## config.mk

```make
export PLATFORM = sky130hd
export DESIGN_NAME = rgb565_rle_decoder
export DESIGN_NICKNAME = d
export VERILOG_FILES = /design/src/rtl/core/rgbrle_pkg.sv /design/src/rtl/core/rgbrle_front.sv /design/src/rtl/core/rgbrle_queue.sv /design/src/rtl/core/rgbrle_back.sv /design/src/rtl/core/rgb565_rle_decoder.sv
export SDC_FILE = /design/constraint.sdc
export NUM_CORES = 1
export LEC_CHECK = 0
export BUFFER_PORTS_ARGS = -buffer_cell sky130_fd_sc_hd__buf_2
export CELL_PAD_IN_SITES_DETAIL_PLACEMENT = 1
export CELL_PAD_IN_SITES_GLOBAL_PLACEMENT = 2
export CORE_ASPECT_RATIO = 1.4
export CORE_MARGIN = 10
export CORE_UTILIZATION = 42
export CTS_CLUSTER_SIZE = 16
export DETAILED_ROUTE_END_ITERATION = 12
export GPL_ROUTABILITY_DRIVEN = 0
export GPL_TIMING_DRIVEN = 0
export MAX_ROUTING_LAYER = met4
export PLACE_DENSITY = 0.9
export SLEW_MARGIN = 20
export SYNTH_ARGS = -nofsm -noshare
export SYNTH_HDL_FRONTEND = slang
export SYNTH_HIERARCHICAL = 1
export SYNTH_SLANG_ARGS = --single-unit
```

## constraint.sdc

```tcl
create_clock -name clk -period 6.7 [get_ports clk]
set_clock_uncertainty 0.2 [all_clocks]
set_input_delay 0 -clock clk [delete_from_list [all_inputs] [get_ports clk]]
set_output_delay 0 -clock clk [all_outputs]
set_load 0.03 [all_outputs]
```

## src/rtl/core/rgbrle_pkg.sv

```systemverilog
// ----------------------------------------------------------------------------
// RGB565 run-length decoder package
// Shared payload types, status codes and sizing constants for the decoder.
// ----------------------------------------------------------------------------
`default_nettype none

package rgbrle_pkg;

  localparam int COUNT_BITS   = 32;
  localparam int TOTAL_W      = 32;
  localparam int QUEUE_DEPTH  = 2;
  localparam int QPTR_W       = (QUEUE_DEPTH > 1) ? $clog2(QUEUE_DEPTH) : 1;
  localparam int QCNT_W       = $clog2(QUEUE_DEPTH + 1);

  localparam logic [7:0] RUN_FLAG     = 8'h80;
  localparam logic [7:0] RUN_LEN_MASK = 8'h7F;
  localparam logic [1:0] HEADER_LAST  = 2'(4 - 1);

  localparam logic [2:0] ST_OK        = 3'd0;
  localparam logic [2:0] ST_EMPTY     = 3'd1;
  localparam logic [2:0] ST_OVER_CAP  = 3'd2;
  localparam logic [2:0] ST_TRUNCATED = 3'd3;
  localparam logic [2:0] ST_OVERRUN   = 3'd4;

  typedef struct packed {
    logic [7:0] data_byte;
    logic       last;
  } in_item_t;

  typedef struct packed {
    logic        pixel_valid;
    logic [15:0] pixel;
    logic [7:0]  repeat_count;
    logic        status_valid;
    logic [2:0]  status;
  } out_item_t;

  typedef struct packed {
    logic      push;
    out_item_t item;
  } q_wr_t;

  typedef struct packed {
    logic full;
    logic empty;
  } q_stat_t;

endpackage

`default_nettype wire

```

## src/rtl/core/rgbrle_front.sv

```systemverilog
// ----------------------------------------------------------------------------
// RGB565 run-length decoder front end
// Accepts stream bytes, tracks header and run state, and builds result items.
// ----------------------------------------------------------------------------
`default_nettype none

module rgbrle_front (
  input  wire                          clk,
  input  wire                          rst_n,
  input  wire                          in_valid,
  output logic                         in_stall,
  input  wire  rgbrle_pkg::in_item_t   in_data,
  input  wire                          cfg_valid,
  output logic                         cfg_ready,
  input  wire  [31:0]                  cfg_data,
  input  wire  rgbrle_pkg::q_stat_t    q_stat,
  output rgbrle_pkg::q_wr_t            q_wr
);

  typedef enum logic [2:0] {
    PH_HEADER  = 3'd0,
    PH_CONTROL = 3'd1,
    PH_REP_LO  = 3'd2,
    PH_REP_HI  = 3'd3,
    PH_LIT_LO  = 3'd4,
    PH_LIT_HI  = 3'd5,
    PH_DRAIN   = 3'd6
  } phase_t;

  localparam int TW = rgbrle_pkg::TOTAL_W;

  phase_t                phase_r, phase_nxt;
  logic [1:0]            hidx_r, hidx_nxt;
  logic [TW-1:0]         decl_r, decl_nxt;
  logic [TW-1:0]         emit_r, emit_nxt;
  logic                  rep_r, rep_nxt;
  logic [7:0]            len_r, len_nxt;
  logic [7:0]            left_r, left_nxt;
  logic [7:0]            low_r, low_nxt;
  logic                  ovr_r, ovr_nxt;
  logic [2:0]            err_r, err_nxt;
  logic                  fin_r, fin_nxt;
  logic [31:0]           max_r;
  logic                  acc;
  logic                  pv;
  logic [15:0]           pix;
  logic [7:0]            cnt;
  logic [2:0]            status;
  logic [7:0]            b;

  assign in_stall  = q_stat.full;
  assign cfg_ready = 1'b1;
  assign acc       = in_valid && !in_stall;
  assign b         = in_data.data_byte;

  always_comb begin
    phase_nxt = phase_r;
    hidx_nxt  = hidx_r;
    decl_nxt  = decl_r;
    emit_nxt  = emit_r;
    rep_nxt   = rep_r;
    len_nxt   = len_r;
    left_nxt  = left_r;
    low_nxt   = low_r;
    ovr_nxt   = ovr_r;
    err_nxt   = err_r;
    fin_nxt   = fin_r;
    pv        = 1'b0;
    pix       = '0;
    cnt       = '0;
    status    = rgbrle_pkg::ST_OK;

    case (phase_r)
      PH_HEADER: begin
        decl_nxt = decl_r | (TW'(b) << {hidx_r, 3'b000});
        hidx_nxt = hidx_r + 2'd1;
        if (hidx_r == rgbrle_pkg::HEADER_LAST) begin
          if (decl_nxt == '0) begin
            err_nxt   = (err_r == rgbrle_pkg::ST_OK) ? rgbrle_pkg::ST_EMPTY : err_r;
            phase_nxt = PH_DRAIN;
          end else if ((decl_nxt > max_r) ||
                       ((decl_nxt >> rgbrle_pkg::COUNT_BITS) != '0)) begin
            err_nxt   = (err_r == rgbrle_pkg::ST_OK) ? rgbrle_pkg::ST_OVER_CAP : err_r;
            phase_nxt = PH_DRAIN;
          end else begin
            phase_nxt = PH_CONTROL;
          end
        end
      end
      PH_CONTROL: begin
        if (!fin_r) begin
          rep_nxt   = (b & rgbrle_pkg::RUN_FLAG) != 8'd0;
          len_nxt   = (b & rgbrle_pkg::RUN_LEN_MASK) + 8'd1;
          left_nxt  = len_nxt;
          ovr_nxt   = ({1'b0, emit_r} + (TW + 1)'(len_nxt)) > {1'b0, decl_r};
          phase_nxt = rep_nxt ? PH_REP_LO : PH_LIT_LO;
        end
      end
      PH_REP_LO: begin
        low_nxt   = b;
        phase_nxt = PH_REP_HI;
      end
      PH_REP_HI: begin
        if (ovr_r) begin
          err_nxt   = (err_r == rgbrle_pkg::ST_OK) ? rgbrle_pkg::ST_OVERRUN : err_r;
          phase_nxt = PH_DRAIN;
        end else begin
          pv        = 1'b1;
          pix       = {b, low_r};
          cnt       = len_r;
          emit_nxt  = emit_r + TW'(len_r);
          phase_nxt = PH_CONTROL;
          fin_nxt   = emit_nxt == decl_r;
        end
      end
      PH_LIT_LO: begin
        low_nxt   = b;
        phase_nxt = PH_LIT_HI;
      end
      PH_LIT_HI: begin
        left_nxt = left_r - 8'd1;
        if (!ovr_r) begin
          pv       = 1'b1;
          pix      = {b, low_r};
          cnt      = 8'd1;
          emit_nxt = emit_r + TW'(1);
        end
        if (left_nxt == 8'd0) begin
          if (ovr_r) begin
            err_nxt   = (err_r == rgbrle_pkg::ST_OK) ? rgbrle_pkg::ST_OVERRUN : err_r;
            phase_nxt = PH_DRAIN;
          end else begin
            phase_nxt = PH_CONTROL;
            fin_nxt   = emit_nxt == decl_r;
          end
        end else begin
          phase_nxt = PH_LIT_LO;
        end
      end
      default: begin
      end
    endcase

    if (in_data.last) begin
      if (err_nxt != rgbrle_pkg::ST_OK) begin
        status = err_nxt;
      end else if (phase_nxt == PH_CONTROL && fin_nxt) begin
        status = rgbrle_pkg::ST_OK;
      end else begin
        status = rgbrle_pkg::ST_TRUNCATED;
      end
      phase_nxt = PH_HEADER;
      hidx_nxt  = '0;
      decl_nxt  = '0;
      emit_nxt  = '0;
      rep_nxt   = 1'b0;
      len_nxt   = '0;
      left_nxt  = '0;
      low_nxt   = '0;
      ovr_nxt   = 1'b0;
      err_nxt   = rgbrle_pkg::ST_OK;
      fin_nxt   = 1'b0;
    end
  end

  always_comb begin
    q_wr.push              = acc && (pv || in_data.last);
    q_wr.item.pixel_valid  = pv;
    q_wr.item.pixel        = pix;
    q_wr.item.repeat_count = cnt;
    q_wr.item.status_valid = in_data.last;
    q_wr.item.status       = status;
  end

  always_ff @(posedge clk) begin
    if (!rst_n) begin
      phase_r <= PH_HEADER;
      hidx_r  <= '0;
      decl_r  <= '0;
      emit_r  <= '0;
      rep_r   <= 1'b0;
      len_r   <= '0;
      left_r  <= '0;
      low_r   <= '0;
      ovr_r   <= 1'b0;
      err_r   <= rgbrle_pkg::ST_OK;
      fin_r   <= 1'b0;
      max_r   <= '1;
    end else begin
      if (acc) begin
        phase_r <= phase_nxt;
        hidx_r  <= hidx_nxt;
        decl_r  <= decl_nxt;
        emit_r  <= emit_nxt;
        rep_r   <= rep_nxt;
        len_r   <= len_nxt;
        left_r  <= left_nxt;
        low_r   <= low_nxt;
        ovr_r   <= ovr_nxt;
        err_r   <= err_nxt;
        fin_r   <= fin_nxt;
      end
      if (cfg_valid && cfg_ready) begin
        max_r <= cfg_data;
      end
    end
  end

`ifndef SYNTH
  a_last_clears: assert property (@(posedge clk) disable iff (!rst_n)
    acc && in_data.last |=> phase_r == PH_HEADER && err_r == rgbrle_pkg::ST_OK)
    else $error("stream state not cleared after last byte");
  a_drain_has_error: assert property (@(posedge clk) disable iff (!rst_n)
    (phase_r == PH_DRAIN) == (err_r != rgbrle_pkg::ST_OK))
    else $error("drain phase and latched error disagree");
  a_emit_bounded: assert property (@(posedge clk) disable iff (!rst_n)
    emit_r <= decl_r)
    else $error("emitted pixel count passed declared count");
`endif

endmodule

`default_nettype wire

```

## src/rtl/core/rgbrle_queue.sv

```systemverilog
// ----------------------------------------------------------------------------
// RGB565 run-length decoder result queue
// Short flop-based queue that decouples the front end from the output stage.
// ----------------------------------------------------------------------------
`default_nettype none

module rgbrle_queue (
  input  wire                           clk,
  input  wire                           rst_n,
  input  wire  rgbrle_pkg::q_wr_t       q_wr,
  output rgbrle_pkg::q_stat_t           q_stat,
  input  wire                           pop,
  output rgbrle_pkg::out_item_t         rd_item
);

  localparam int D  = rgbrle_pkg::QUEUE_DEPTH;
  localparam int PW = rgbrle_pkg::QPTR_W;
  localparam int CW = rgbrle_pkg::QCNT_W;

  rgbrle_pkg::out_item_t  mem_r [D];
  logic [PW-1:0]          wptr_r, wptr_nxt;
  logic [PW-1:0]          rptr_r, rptr_nxt;
  logic [CW-1:0]          cnt_r, cnt_nxt;

  assign q_stat.full  = cnt_r == CW'(D);
  assign q_stat.empty = cnt_r == '0;
  assign rd_item      = mem_r[rptr_r];

  always_comb begin
    wptr_nxt = wptr_r;
    rptr_nxt = rptr_r;
    cnt_nxt  = cnt_r;
    if (q_wr.push) begin
      wptr_nxt = (wptr_r == PW'(D - 1)) ? '0 : wptr_r + PW'(1);
    end
    if (pop) begin
      rptr_nxt = (rptr_r == PW'(D - 1)) ? '0 : rptr_r + PW'(1);
    end
    if (q_wr.push && !pop) begin
      cnt_nxt = cnt_r + CW'(1);
    end else if (pop && !q_wr.push) begin
      cnt_nxt = cnt_r - CW'(1);
    end
  end

  always_ff @(posedge clk) begin
    if (!rst_n) begin
      wptr_r <= '0;
      rptr_r <= '0;
      cnt_r  <= '0;
    end else begin
      wptr_r <= wptr_nxt;
      rptr_r <= rptr_nxt;
      cnt_r  <= cnt_nxt;
    end
    if (q_wr.push) begin
      mem_r[wptr_r] <= q_wr.item;
    end
  end

`ifndef SYNTH
  a_no_push_full: assert property (@(posedge clk) disable iff (!rst_n)
    q_wr.push |-> !q_stat.full)
    else $error("push into full result queue");
  a_no_pop_empty: assert property (@(posedge clk) disable iff (!rst_n)
    pop |-> !q_stat.empty)
    else $error("pop from empty result queue");
  a_count_range: assert property (@(posedge clk) disable iff (!rst_n)
    cnt_r <= CW'(D))
    else $error("result queue count out of range");
`endif

endmodule

`default_nettype wire

```

## src/rtl/core/rgbrle_back.sv

```systemverilog
// ----------------------------------------------------------------------------
// RGB565 run-length decoder output stage
// Pulls results from the queue into the output register and holds them
// while the result channel stalls.
// ----------------------------------------------------------------------------
`default_nettype none

module rgbrle_back (
  input  wire                           clk,
  input  wire                           rst_n,
  input  wire  rgbrle_pkg::q_stat_t     q_stat,
  input  wire  rgbrle_pkg::out_item_t   rd_item,
  output logic                          pop,
  output logic                          out_valid,
  input  wire                           out_stall,
  output rgbrle_pkg::out_item_t         out_data
);

  logic                  valid_r;
  rgbrle_pkg::out_item_t data_r;

  assign pop       = !q_stat.empty && (!valid_r || !out_stall);
  assign out_valid = valid_r;
  assign out_data  = data_r;

  always_ff @(posedge clk) begin
    if (!rst_n) begin
      valid_r <= 1'b0;
    end else if (pop) begin
      valid_r <= 1'b1;
    end else if (!out_stall) begin
      valid_r <= 1'b0;
    end
    if (pop) begin
      data_r <= rd_item;
    end
  end

`ifndef SYNTH
  a_item_kept: assert property (@(posedge clk) disable iff (!rst_n)
    valid_r && out_stall |=> valid_r && $stable(data_r))
    else $error("stalled result lost or changed");
  a_fill_on_pop: assert property (@(posedge clk) disable iff (!rst_n)
    pop |=> valid_r)
    else $error("popped item did not reach output register");
  a_valid_has_content: assert property (@(posedge clk) disable iff (!rst_n)
    valid_r |-> data_r.pixel_valid || data_r.status_valid)
    else $error("output register holds an empty result");
`endif

endmodule

`default_nettype wire

```

## src/rtl/core/rgb565_rle_decoder.sv

```systemverilog
// ----------------------------------------------------------------------------
// RGB565 run-length decoder
// Decodes a byte stream with a pixel-count header into repeat and literal
// pixel runs, with a final status on the last byte.
// ----------------------------------------------------------------------------
//
//   Channel  Handshake               Payload
//   in       in_valid / in_stall     in_data   (data_byte, last)
//   out      out_valid / out_stall   out_data  (pixel, count, status)
//   cfg      cfg_valid / cfg_ready   cfg_data  (max_pixels, 32 bits)
//
// One byte is accepted per cycle while in_stall is low; each byte yields at most one result.
// A result goes into the result queue when its byte is accepted, then into the output register on a pop.
// in_stall rises only when the two-entry result queue is full.
// Reset is synchronous and clears the stream state; max_pixels resets to all
// ones. cfg_ready is always high.
// ----------------------------------------------------------------------------
`default_nettype none

module rgb565_rle_decoder (
  input  wire                          clk,
  input  wire                          rst_n,
  input  wire                          in_valid,
  output logic                         in_stall,
  input  wire  rgbrle_pkg::in_item_t   in_data,
  output logic                         out_valid,
  input  wire                          out_stall,
  output rgbrle_pkg::out_item_t        out_data,
  input  wire                          cfg_valid,
  output logic                         cfg_ready,
  input  wire  [31:0]                  cfg_data
);

  rgbrle_pkg::q_wr_t     q_wr;
  rgbrle_pkg::q_stat_t   q_stat;
  rgbrle_pkg::out_item_t rd_item;
  logic                  pop;

  rgbrle_front u_front (
    .clk       (clk),
    .rst_n     (rst_n),
    .in_valid  (in_valid),
    .in_stall  (in_stall),
    .in_data   (in_data),
    .cfg_valid (cfg_valid),
    .cfg_ready (cfg_ready),
    .cfg_data  (cfg_data),
    .q_stat    (q_stat),
    .q_wr      (q_wr)
  );

  rgbrle_queue u_queue (
    .clk     (clk),
    .rst_n   (rst_n),
    .q_wr    (q_wr),
    .q_stat  (q_stat),
    .pop     (pop),
    .rd_item (rd_item)
  );

  rgbrle_back u_back (
    .clk       (clk),
    .rst_n     (rst_n),
    .q_stat    (q_stat),
    .rd_item   (rd_item),
    .pop       (pop),
    .out_valid (out_valid),
    .out_stall (out_stall),
    .out_data  (out_data)
  );

endmodule

`default_nettype wire
```

### Yosys cells after proc, flatten, opt, wreduce, memory -nomap -nowiden

Memory sizes are Yosys's and may differ from the RTL's. A register that Yosys moved wholly into a read port is not among the register bits.
Cells that the tools add are included.

* add/subtract/negate cells: 10
* $lt $le $gt $ge: 2
* equal/unequal tests: 14
* shifts and indexed selects: 1
* mux-type cells: 61
* bitwise gates (word level): 1
* reductions and logical operators: 33

Operators by type and width (count)
* 2-to-1 mux 32 bit: 6
* equality test 32 bit: 2
* case mux 32 bit (2 select lines): 1
* 2-to-1 mux 3 bit: 19
* 2-to-1 mux 8 bit: 7
* adder 32 x 8 -> 33 bit: 1
* > comparator 33 x 32 -> 1 bit: 1
* adder 32 x 1 -> 32 bit (second input constant): 1
* adder 32 x 8 -> 32 bit: 1
* > comparator 32 bit: 1
* logical NOT 32 bit: 1
* 2-to-1 mux 16 bit: 2
* OR 32 bit: 1
* case mux 8 bit (2 select lines): 2
* << shifter 8 x 5 -> 32 bit: 1
* case mux 3 bit (6 select lines): 1
* 2-to-1 mux 1 bit: 16
* 2-to-1 mux 2 bit: 5
* case mux 3 bit (3 select lines): 1
* AND reduction 3 bit: 3
* nonzero test 3 bit: 3
* adder 7 x 1 -> 8 bit (second input constant): 1
* logical NOT 8 bit: 1
* nonzero test 2 bit: 4
* other kinds (19): 40

* bits in registers: 135
* RAM bits: 58
* bits of input ports: 46
* output and inout port bits: 32
* logic and storage cells: 138
* memories: 1

Memory list
* u_queue.mem_r: depth 2, bits a word 29, read ports 1, clocked after Yosys merged registers in 1, wr ports 1, RTL line rgbrle_queue.sv:20 `rgbrle_pkg::out_item_t mem_r [D];`

### Longest topological paths before layout

Gate-level depths: netlist of the first run.

* depth after elaboration: 12
* gate-level depth with buffers: 22

### Modules after synthesis

Netlist of the first run, hierarchy kept.

Modules (own cells, without submodules)
* rgbrle_front: instances 1, cells each 1533, area an instance 11213.3 sq um, seq. area each 2602.5 sq um
* rgbrle_queue: instances 1, cells each 112, area an instance 2308.5 sq um, seq. area each 1841.8 sq um
* rgbrle_back: instances 1, cells each 33, area an instance 910.9 sq um, seq. area each 890.9 sq um

### Least setup slack after synthesis of the first run

No wires, ideal clock.

* kind: in2reg
* start: input port in_data[5] (netlist bit)
* end: register u_front.ovr_r
* arrival time: 3.648 ns
* setup slack: 2.723 ns
* cell stages on the path: 20
* buffers on the path: 1
* cell sequence: clkbuf_1 -> and3_1 -> and3_1 -> xor2_1 -> ha_1 -> a21o_1 -> a31o_2 -> a21o_1 -> a21oi_1 -> nor2_1 -> xor2_1 -> ha_1 -> a21o_1 -> a21o_1 -> a21oi_1 -> o21ai_0 -> a221oi_1 -> a21oi_1 -> o31ai_1 -> a211oi_1

* word-level cells in the longest chain between the ends: 6

Ends and longest elaborated chain
* start: declaration: RTL line rgb565_rle_decoder.sv:25 `input wire rgbrle_pkg::in_item_t in_data,`
* adder 7 x 1 -> 8 bit: RTL line rgbrle_front.sv:93 `len_nxt = (b & rgbrle_pkg::RUN_LEN_MASK) + 8'd1;`
* adder 32 x 8 -> 33 bit: RTL line rgbrle_front.sv:95 `ovr_nxt = ({1'b0, emit_r} + (TW + 1)'(len_nxt)) > {1'b0, decl_r};`
* > comparator 33 x 32 -> 1 bit: RTL line rgbrle_front.sv:95
* 2-to-1 mux 1 bit: RTL line rgbrle_front.sv:91 `if (!fin_r) begin`
* 2-to-1 mux 1 bit: RTL line rgbrle_front.sv:73 `case (phase_r)`
* 2-to-1 mux 1 bit: RTL line rgbrle_front.sv:144 `if (in_data.last) begin`
* end signal: assignment: RTL line rgbrle_front.sv:199 `ovr_r <= ovr_nxt;`
* end: declaration: RTL line rgbrle_front.sv:40 `logic ovr_r, ovr_nxt;`

Every way passes these cells. The select of a mux whose other input is x is not followed.
A chain may end at the register's enable or synchronous reset.

### Worst setup path after layout of the first run

* start: input port in_data[1] (netlist bit)
* end: register u_front.ovr_r

Same word-level chain as after synthesis.

==> results of run 1 <==
[metrics by stage]
step | hold slack, ps | instance area [µm²] | utilization | power (mW) | cells
5_1_grt | 40.2 | 17100 | 0.503 | 4.12 | 2335
3_3_place_gp | -13.8 | 15400 | 0.452 | 2.47 | 2203
4_1_cts | 0.921 | 17100 | 0.502 | 3.96 | 2334
6_report | 14.7 | 17100 | 0.503 | 3.96 | 2335
3_5_place_dp | -4.59 | 15400 | 0.454 | 2.53 | 2205
2_1_floorplan | -82.5 | 14400 | - | 2.23 | 1678
[registers in the layout, indices dropped and copies added (netlist names), 2 cells and up, named ones only]
name             cells
u_front/decl_r      32
u_front/err_r        3
u_queue/mem_r       58
u_front/phase_r      3
u_front/emit_r      32
u_front/low_r        8
u_front/max_r       32
u_front/len_r        8
u_front/left_r       8
u_back/out_data     29
u_queue/cnt_r        2
u_front/hidx_r       2
[power groups by stage]
stage	combinational [mW]	sequential, mW	clock [mW]
after floorplan	0.411	1.82	0
after global placement	0.805	1.66	0
after detailed placement	0.870	1.66	0
after CTS	0.921	1.64	1.40
after global routing	1.01	1.65	1.47
final	0.935	1.64	1.39
[how the worst min path moves through the flow]
stage	startpoint	endpoint	slack, ps	cells past startpoint
2_1_floorplan	rst_n	u_queue/wptr_r	-80	1
3_3_place_gp	in_data[0]	u_queue/mem_r[0][3]	-10	1
3_5_place_dp	in_data[0]	u_queue/mem_r[0][3]	-5	1
4_1_cts	cfg_valid	u_front/max_r[28]	0.9	4
5_1_grt	in_data[2]	u_front/len_r[1]	40	4
6_report	cfg_data[30]	u_front/max_r[30]	10	4
[routing by layer]
layer	global-route usage	wire length (µm)	vias to the layer above
li1	-	-	6498
met1	0.286	20800	7072
met5	-	0	-
met2	0.495	30200	586
met3	0.0358	3250	246
met4	0.184	4350	0
[Yosys cell counts, types with 7 or more instances]
cell type    n  share of area
a21o_1      27          0.014
dfxtp_1    136           0.19
o21a_1       8         0.0042
nor4_1      36          0.016
o211ai_1    44          0.023
nor3_1      51          0.018
a211oi_1    16         0.0083
nand2_1    182          0.047
nor2b_1     14         0.0061
a31oi_1     13         0.0056
and2_1      34          0.015
ha_1        88          0.076
a311oi_1    11         0.0067
edfxtp_1    87           0.18
xnor2_1     66          0.040
nor2_1     146          0.038
mux2_2      30          0.023
nand3_1     35          0.012
clkbuf_1    85          0.022
mux2i_1      7         0.0049
nand2b_1    10         0.0043
a21oi_1     86          0.030
o21ai_0     69          0.024
buf_1        7         0.0018
inv_1       86          0.022
nand4_1     42          0.018
buf_2       11         0.0038
xor2_1      31          0.019
a22oi_1     55          0.029
or3_1       14         0.0061
and3_1      13         0.0056
[logic make-up (layout without fill, tap and decap cells)]
kind of cell	count (synthesis)	count (layout)	synth area share
buffers and inverters	199	404	0.0553
other	1	2	0.000260
XOR/XNOR	101	101	0.0651
adder cells (fa/ha/maj)	90	90	0.0791
AO/OA/AOI/OAI	413	413	0.194
AND/OR/NAND/NOR	614	614	0.208
multiplexers	37	37	0.0283
flip-flops	223	223	0.370
[layout by cell type, fill, tap and decap left out, types with 7 or more instances in the layout]
cell type and count:
dlygate4sd3_1 87, o211ai_1 44, a311oi_1 11, nor4_1 34, and2_1 33, clkbuf_1 88
dfxtp_1 136, nand4_1 42, nor3_1 51, inv_1 86, xor2_1 31, a211oi_1 16
a22oi_1 55, clkbuf_16 23, nor2b_1 13, buf_1 7, ha_1 88, mux2i_1 7
mux2_2 30, o21ai_0 69, and3_1 13, edfxtp_1 87, nor2_1 146, nand3_1 35
nand2_1 182, a21oi_1 85, or3_1 14, nand2b_1 10, a31oi_1 13, xnor2_1 66
o21a_1 8, a21o_1 27, buf_2 85
[layout make-up]
type | count | area, µm² | area share
antenna | 1 | 2.50 | 0.000146
buffer | 111 | 468 | 0.0274
clock buffer | 26 | 587 | 0.0343
clock inverter | 16 | 200 | 0.0117
inverter | 88 | 330 | 0.0193
multi-input combinational | 1256 | 8330 | 0.487
sequential | 223 | 5340 | 0.312
tap | 451 | 564 | 0.0330
timing repair buffer | 163 | 1290 | 0.0753
[worst max-delay path, delay by kind of cell]
family                     cells  cell delay (ps)
AOI/OAI and AO/OA             12             2460
buffers and inverters          3             1170
xor gates and xnor gates       2              870
adders and majority gates      2              710
and+or+nand+nor                3              380
[what timing repair did]
item | 4_1_cts | 5_1_grt
hold buffers | 87 | 0
endpoints found under the setup margin | 0 | 0
hold endpoints to repair | 74 | 0
==> flow_summary.json, run 1 <==
{
  "status": "finished, final reports clean",
  "fp-row-count": 80,
  "cp_slowest_cell": "xnor2_1",
  "leakage_nw": 6.68,
  "grt_pass1_wl_um": 89600,
  "clk_latency_ps": 550,
  "synth_nets": 1814,
  "post_cts_resized": 0,
  "async_reset_ff_frac": 0,
  "power_frac_clock": 0.350,
  "antenna_found_initial": 1,
  "seq_power_share": 0.413,
  "period_share": 0.806,
  "start_kind": "primary input",
  "place_ws_ps": 1190,
  "ys_warn_count": 6,
  "p_sw_frac": 0.319,
  "root_buffer": "clkbuf_16",
  "min_path_type": "primary input to flop",
  "final_max_slew_viol_count": 0,
  "ant_nets": 0,
  "setup_viol": 0,
  "crit_end": "u_front/ovr_r",
  "cts_post_setup_buffers_inserted": 0,
  "hpwl_um": 43000,
  "synth_seq_area_share": 0.370,
  "htree_num_levels": 1,
  "die_w_um": 177,
  "portBuffers": 74,
  "critPathMostFrequentCell": "a21oi_1",
  "crit_chain": "dlygate4sd3_1 -> buf_2 -> clkbuf_1 -> nand3_1 -> xnor2_1 -> ha_1 -> a21oi_1 -> nand2_1 -> a31o_2 -> a21o_1 -> a21oi_1 -> nor2_1 -> xor2_1 -> ha_1 -> a21o_1 -> a21o_1 -> a21oi_1 -> o21ai_0 -> a221oi_1 -> a21oi_1 -> o31ai_1 -> a211oi_1",
  "internal_power_mw": 2.70,
  "core_area_um2": 34000,
  "fill_cells": 4063,
  "crit_type": "primary input to flop",
  "required_ps": 6900,
  "rsz0062_at_grt": "no",
  "cts.clk_slew.worst_paths_ps": 70,
  "clockBufferDepth": 3,
  "startpoint": "in_data[1]",
  "syn2layout_area_growth_pct": 18.5,
  "tritoncts": "done",
  "r2r-end": "u_queue/mem_r[0][0]",
  "cts_sinks": 223,
  "grt_use_total": 0.280,
  "synth_cell_types": 82,
  "slew_headroom": 0.176,
  "hold_viol": 0,
  "min_period_ps": 5400,
  "synth-edff-count": 87,
  "via_per_inst": 6.17,
  "cp-end-kind": "flop",
  "synth-seq-cells": 223,
  "grt_max_degree": 30,
  "fin_ws_ps": 1300,
  "arrival_ps": 5600,
  "grt_pass1_vias": 15100,
  "wire_per_inst_um": 25.1,
  "die_area_um2": 42300,
  "synth.avg_cell_area_um2": 8.60,
  "route.vias.total": 14400,
  "pwr-share-comb": 0.236,
  "synth_ff_type": "dfxtp_1",
  "drive_gt1_frac": 0.0967,
  "setup_tns_ps": 0,
  "cpPeakStageDelay_ps": 700,
  "worstRegToRegCells": 14,
  "final_nets": 2002,
  "worst_pin_slew_ps": 1230,
  "fp.dieH_um": 239,
  "powerDensity_nw_per_um2": 232,
  "start_util": 0.424,
  "p_sw_mw": 1.26,
  "r2r_slack_ps": 1870,
  "syn_area_um2": 14400,
  "ir_drop_uv": 250,
  "fmax_mhz": 185,
  "drc": 0,
  "synthCells": 1678,
  "drt-total-wl_um": 58600,
  "path_max_fanout": 10,
  "first_pass_iters": 5,
  "io_pins": 78,
  "overflow": 0,
  "maxCapViolCount": 0,
  "numCtsBuffers": 23,
  "r2r_start": "u_front/hidx_r[0]",
  "dr.first_iter.drc_count": 1128
}
No activity file was read; power rests on OpenSTA's default activity.
==> inputs of run 2 (changes only) <==
CORE_UTILIZATION = 35   (was 42)
PLACE_DENSITY = 0.8   (was 0.9)
clock period = 4.95 ns   (was 6.7 ns; I/O delays follow)
==> run 2 against run 1 <==
Against the previous run:
- the flow now finishes with violations (negative hold slack)
- highest routed layer unchanged
- critical path depth down 1
- global-route usage down 3.6 points
- sequential power increased by 35%
- power rose by 35%
- core utilization fell by 7.7 points
- hold slack worse by 85 ps
- largest cell class unchanged
- count of clock-buffer cells in the layout rose by 1
==> flow_summary.json, run 2 (synthesis results as in run 1) <==
{
  "dr.first_iter.drc_count": 818,
  "regMostFlops": "u_queue/mem_r",
  "first_pass_iters": 5,
  "status": "complete, but fails checks",
  "portBuffers": 74,
  "grt_pass1_wl_um": 91400,
  "min_path_type": "primary input to flop",
  "place_ws_ps": -574,
  "maxCapViolCount": 0,
  "min_period_ps": 4770,
  "route.met2.wl_um": 31900,
  "clockBufferDepth": 3,
  "arrival_ps": 4990,
  "period_share": 0.964,
  "numCtsBuffers": 23,
  "clk_latency_ps": 560,
  "layout.cells.non_filler": 2444,
  "crit_type": "primary input to flop",
  "required_ps": 5170,
  "tritoncts": "done",
  "largest_register_ffs": 58,
  "final_max_slew_viol_count": 0,
  "route.vias.total": 14300,
  "io_pins": 78,
  "path_max_fanout": 10,
  "slew_headroom": 0.234,
  "highest_layer": "met4",
  "rsz0062_at_grt": "yes",
  "overflow": 0,
  "wire_per_inst_um": 24.7,
  "seq_power_share": 0.415,
  "violations": "negative hold slack",
  "ant_nets": 0,
  "cts_sinks": 223,
  "whs_ps": -70.8,
  "fill_cells": 4886,
  "pwr-share-comb": 0.240,
  "core_area_um2": 41000,
  "hold_viol": 5,
  "leakage_nw": 6.78,
  "hpwl_um": 45000,
  "fmax_mhz": 210,
  "grt_pass1_vias": 15200,
  "power.total_mw": 5.33,
  "drc": 0,
  "layout_commonest_cell": "nand2_1",
  "final_nets": 2022,
  "p_sw_mw": 1.72,
  "htree_num_levels": 1,
  "drive_gt1_frac": 0.0977,
  "cp-end-kind": "flop",
  "fp.dieH_um": 260,
  "start_kind": "primary input",
  "antenna_found_initial": 0,
  "layout_common_cells": "nand2_1 (182), nor2_1 (146), dfxtp_1 (136)",
  "postPlaceCellArea_um2": 15600,
  "fin_ws_ps": 177,
  "powerDensity_nw_per_um2": 306,
  "setup_tns_ps": 0,
  "worst_pin_slew_ps": 1140,
  "die_w_um": 192,
  "die_area_um2": 49900,
  "syn2layout_area_growth_pct": 20.8,
  "utilization": 0.426,
  "cts.clk_slew.worst_paths_ps": 70,
  "final_cell_area_um2": 17400,
  "setup_viol": 0,
  "power_frac_clock": 0.345,
  "place_inst": 2294,
  "root_buffer": "clkbuf_16",
  "p_sw_frac": 0.322,
  "ir_drop_uv": 221,
  "fp-row-count": 88,
  "internal_power_mw": 3.61,
  "start_util": 0.352,
  "drt-total-wl_um": 60400,
  "grt_max_degree": 30,
  "cts_post_setup_buffers_inserted": 0,
  "met1_length_um": 21700,
  "via_per_inst": 5.85,
  "grt_use_total": 0.244,
  "wl_met3_um": 2740
}
run 2: power groups by stage:
stage	Combinational (mW)	Clock (mW)	Sequential, mW
6_report	1.28	1.84	2.21
5_1_grt	1.38	1.95	2.23
4_1_cts	1.27	1.87	2.22
3_5_place_dp	1.19	0	2.26
3_3_place_gp	1.11	0	2.25
2_1_floorplan	0.556	0	2.46
run 2: worst paths after layout:
check | from | endpoint | slack [ps] | cells after the start
max reg2reg | u_front/emit_r[4] | u_queue/mem_r[1][0] | 200 | 10
min reg2reg | u_front/low_r[7] | u_front/low_r[7] | 290 | 2
min | in_data[4] | u_front/decl_r[11] | -70 | 5
max | in_data[5] | u_front/ovr_r | 180 | 21
run 2: critical path, cell delays in order:
cell and delay (ps):
buf_2 100, clkbuf_1 580, and3_1 290, and3_1 220, xor2_2 410, ha_1 350
a21o_1 170, a31o_2 220, a21o_1 190, a21o_1 340, a21oi_1 290, a21oi_1 100
ha_1 320, a21o_1 170, a21o_1 170, a21oi_1 130, o21ai_0 100, a221oi_1 330
a21oi_1 120, o31ai_1 230, a211oi_1 150
run 2: final cells by class:
class	instances	area (µm²)	area share
clock inverter	15	175	0.0100
multi-input combinational	1256	8350	0.479
clock buffer	27	591	0.0339
timing repair buffer	186	1520	0.0871
sequential	223	5340	0.306
buffer	108	457	0.0262
inverter	88	330	0.0189
antenna	1	2.50	0.000144
tap	540	676	0.0387
run 2: routing by layer:
layer	vias up	GRT usage
met5	-	-
met4	0	0.139
met3	190	0.0236
met2	467	0.448
met1	7099	0.249
li1	6534	-
run 2: timing repair:
item	in CTS	in global routing
setup endpoints to repair	0	5
hold buffers	105	5
endpoints found under the hold margin	75	6
resized for setup	0	3
==> inputs of run 3 (changes only) <==
CAP_MARGIN = 40   (was not set)
CORE_UTILIZATION = 39   (was 35)
PLACE_DENSITY = 0.85   (was 0.8)
clock period = 5.3 ns   (was 4.95 ns; I/O delays follow)
==> run 3 against run 2 <==
Against the previous run:
- the run now ends clean
- hold slack better by 94 ps
- sequential share of layout area down 0.090 points
- via count rose by 1.5%
- sequential power decreased by 6%
- flip-flop and latch count unchanged
- die area decreased by 9.3%
- largest cell class unchanged
- power is 4.9% lower
- critical endpoint unchanged
- non-clock buffer count rose by 12
==> flow_summary.json, run 3 (synthesis results as in run 1) <==
{
  "status": "finished, final reports clean",
  "drc": 0,
  "internal_power_mw": 3.46,
  "layout.cells.non_filler": 2388,
  "clk_latency_ps": 560,
  "layout_common_cells": "nand2_1 (182), nor2_1 (146), dfxtp_1 (136)",
  "numCtsBuffers": 25,
  "via_per_inst": 6.08,
  "cts_sinks": 223,
  "period_share": 0.946,
  "cts.clk_slew.worst_paths_ps": 70,
  "final_nets": 2036,
  "fmax_mhz": 199,
  "p_sw_mw": 1.62,
  "root_buffer": "clkbuf_16",
  "die_w_um": 183,
  "multi_input_area_um2": 8330,
  "clockBufferDepth": 3,
  "maxCapViolCount": 0,
  "htree_num_levels": 1,
  "path_max_fanout": 10,
  "hold_viol": 0,
  "overflow": 0,
  "hpwl_um": 44000,
  "final_max_slew_viol_count": 0,
  "start_kind": "primary input",
  "io_pins": 78,
  "ant_nets": 0,
  "worst_pin_slew_ps": 882,
  "min_period_ps": 5010,
  "core_area_um2": 36700,
  "pwr-share-comb": 0.237,
  "required_ps": 5520,
  "grt_max_degree": 30,
  "grt_pass1_vias": 15300,
  "first_pass_iters": 6,
  "place_inst": 2226,
  "arrival_ps": 5230,
  "slew_headroom": 0.406,
  "seq_power_share": 0.408,
  "whs_ps": 23.7,
  "grt_use_total": 0.262,
  "power_frac_clock": 0.355,
  "cts_post_setup_buffers_inserted": 0,
  "regMostFlops": "u_queue/mem_r",
  "ir_drop_uv": 305,
  "leakage_nw": 6.85,
  "tritoncts": "done",
  "die_area_um2": 45200,
  "start_util": 0.394,
  "powerDensity_nw_per_um2": 290,
  "cp-end-kind": "flop",
  "rsz0062_at_grt": "no",
  "setup_viol": 0,
  "syn2layout_area_growth_pct": 21.2,
  "crit_type": "primary input to flop",
  "wire_per_inst_um": 24.9,
  "regArea_um2": 5340,
  "largest_register_ffs": 58,
  "drt-total-wl_um": 59600,
  "portBuffers": 74,
  "p_sw_frac": 0.318,
  "antenna_found_initial": 2,
  "fp-row-count": 83,
  "layout_commonest_cell": "nand2_1",
  "min_path_type": "primary input to flop",
  "post_cts_resized": 0,
  "fill_cells": 4367,
  "dr.first_iter.drc_count": 1111,
  "route.vias.total": 14500,
  "grt_pass1_wl_um": 90000,
  "drive_gt1_frac": 0.0995,
  "fp.dieH_um": 248
}
==> run 3: cell count changes in the layout (fill, tap and decap cells not counted), sizes merged <==
cell and delta:
inv +1, dlygate4sd3 +3, clkdlybuf4s15 +1, clkinvlp +1
buf +5, clkbuf +5, diode +1
==> run 3: final timing paths <==
kind	start	endpoint	slack, ps	cells past startpoint
max	in_data[5]	u_front/ovr_r	290	21
min	cfg_valid	u_front/max_r[29]	20	4
max reg2reg	u_front/hidx_r[0]	u_queue/mem_r[1][0]	490	14
min reg2reg	u_front/max_r[27]	u_front/max_r[27]	290	2
==> run 3: stage by stage <==
stage	setup WS, ps	area (µm²)	TNS (ps)	util	total power [mW]
CTS	400	17500	0	0.477	5.10
global placement	-130	15400	-130	0.420	3.13
finish	287	17500	0	0.477	5.07
detailed placement	-171	15500	-171	0.423	3.22
global route	67.5	17500	0	0.477	5.28
floorplan	1320	14400	0	-	2.82
==> run 3: layout make-up <==
class,instances,share of cell area
diodes,2,0.000286
plain buffers,111,0.0268
clock buffers,29,0.0372
clock inverters,17,0.0107
inverters,88,0.0189
multi-input cells,1256,0.476
flip-flops and latches,223,0.305
well taps,467,0.0334
repair buffers,195,0.0917
==> run 3: power groups by stage <==
stage	Combinational (mW)	Sequential, mW	Clock (mW)
after floorplan	0.520	2.30	0
after global placement	1.03	2.10	0
after detailed placement	1.11	2.11	0
after CTS	1.19	2.07	1.83
after global routing	1.29	2.08	1.91
final	1.20	2.07	1.80
==> run 3: what timing repair did <==
action / in CTS / in global routing
hold endpoints to repair: 81 / 0
setup endpoints to repair: 0 / 0
hold buffers: 113 / 0
==> run 3: routing by layer <==
metal | global-route usage | vias to the layer above | part of all wire
met1 | 0.267 | 7238 | 0.37
met2 | 0.475 | 495 | 0.52
met5 | - | - | 0
met3 | 0.0287 | 209 | 0.044
li1 | - | 6569 | -
met4 | 0.159 | 0 | 0.062
==> run 3: critical path, stage by stage <==
cell and delay (ps):
buf_2 100, clkbuf_1 660, and3_1 300, and3_1 190, xor2_1 560, ha_1 380
a21o_1 170, a31o_2 220, a21o_1 190, a21o_1 320, a21oi_1 320, a21oi_1 100
ha_1 310, a21o_1 170, a21o_1 170, a21oi_1 130, o21ai_0 100, a221oi_1 340
a21oi_1 120, o31ai_1 230, a211oi_1 130
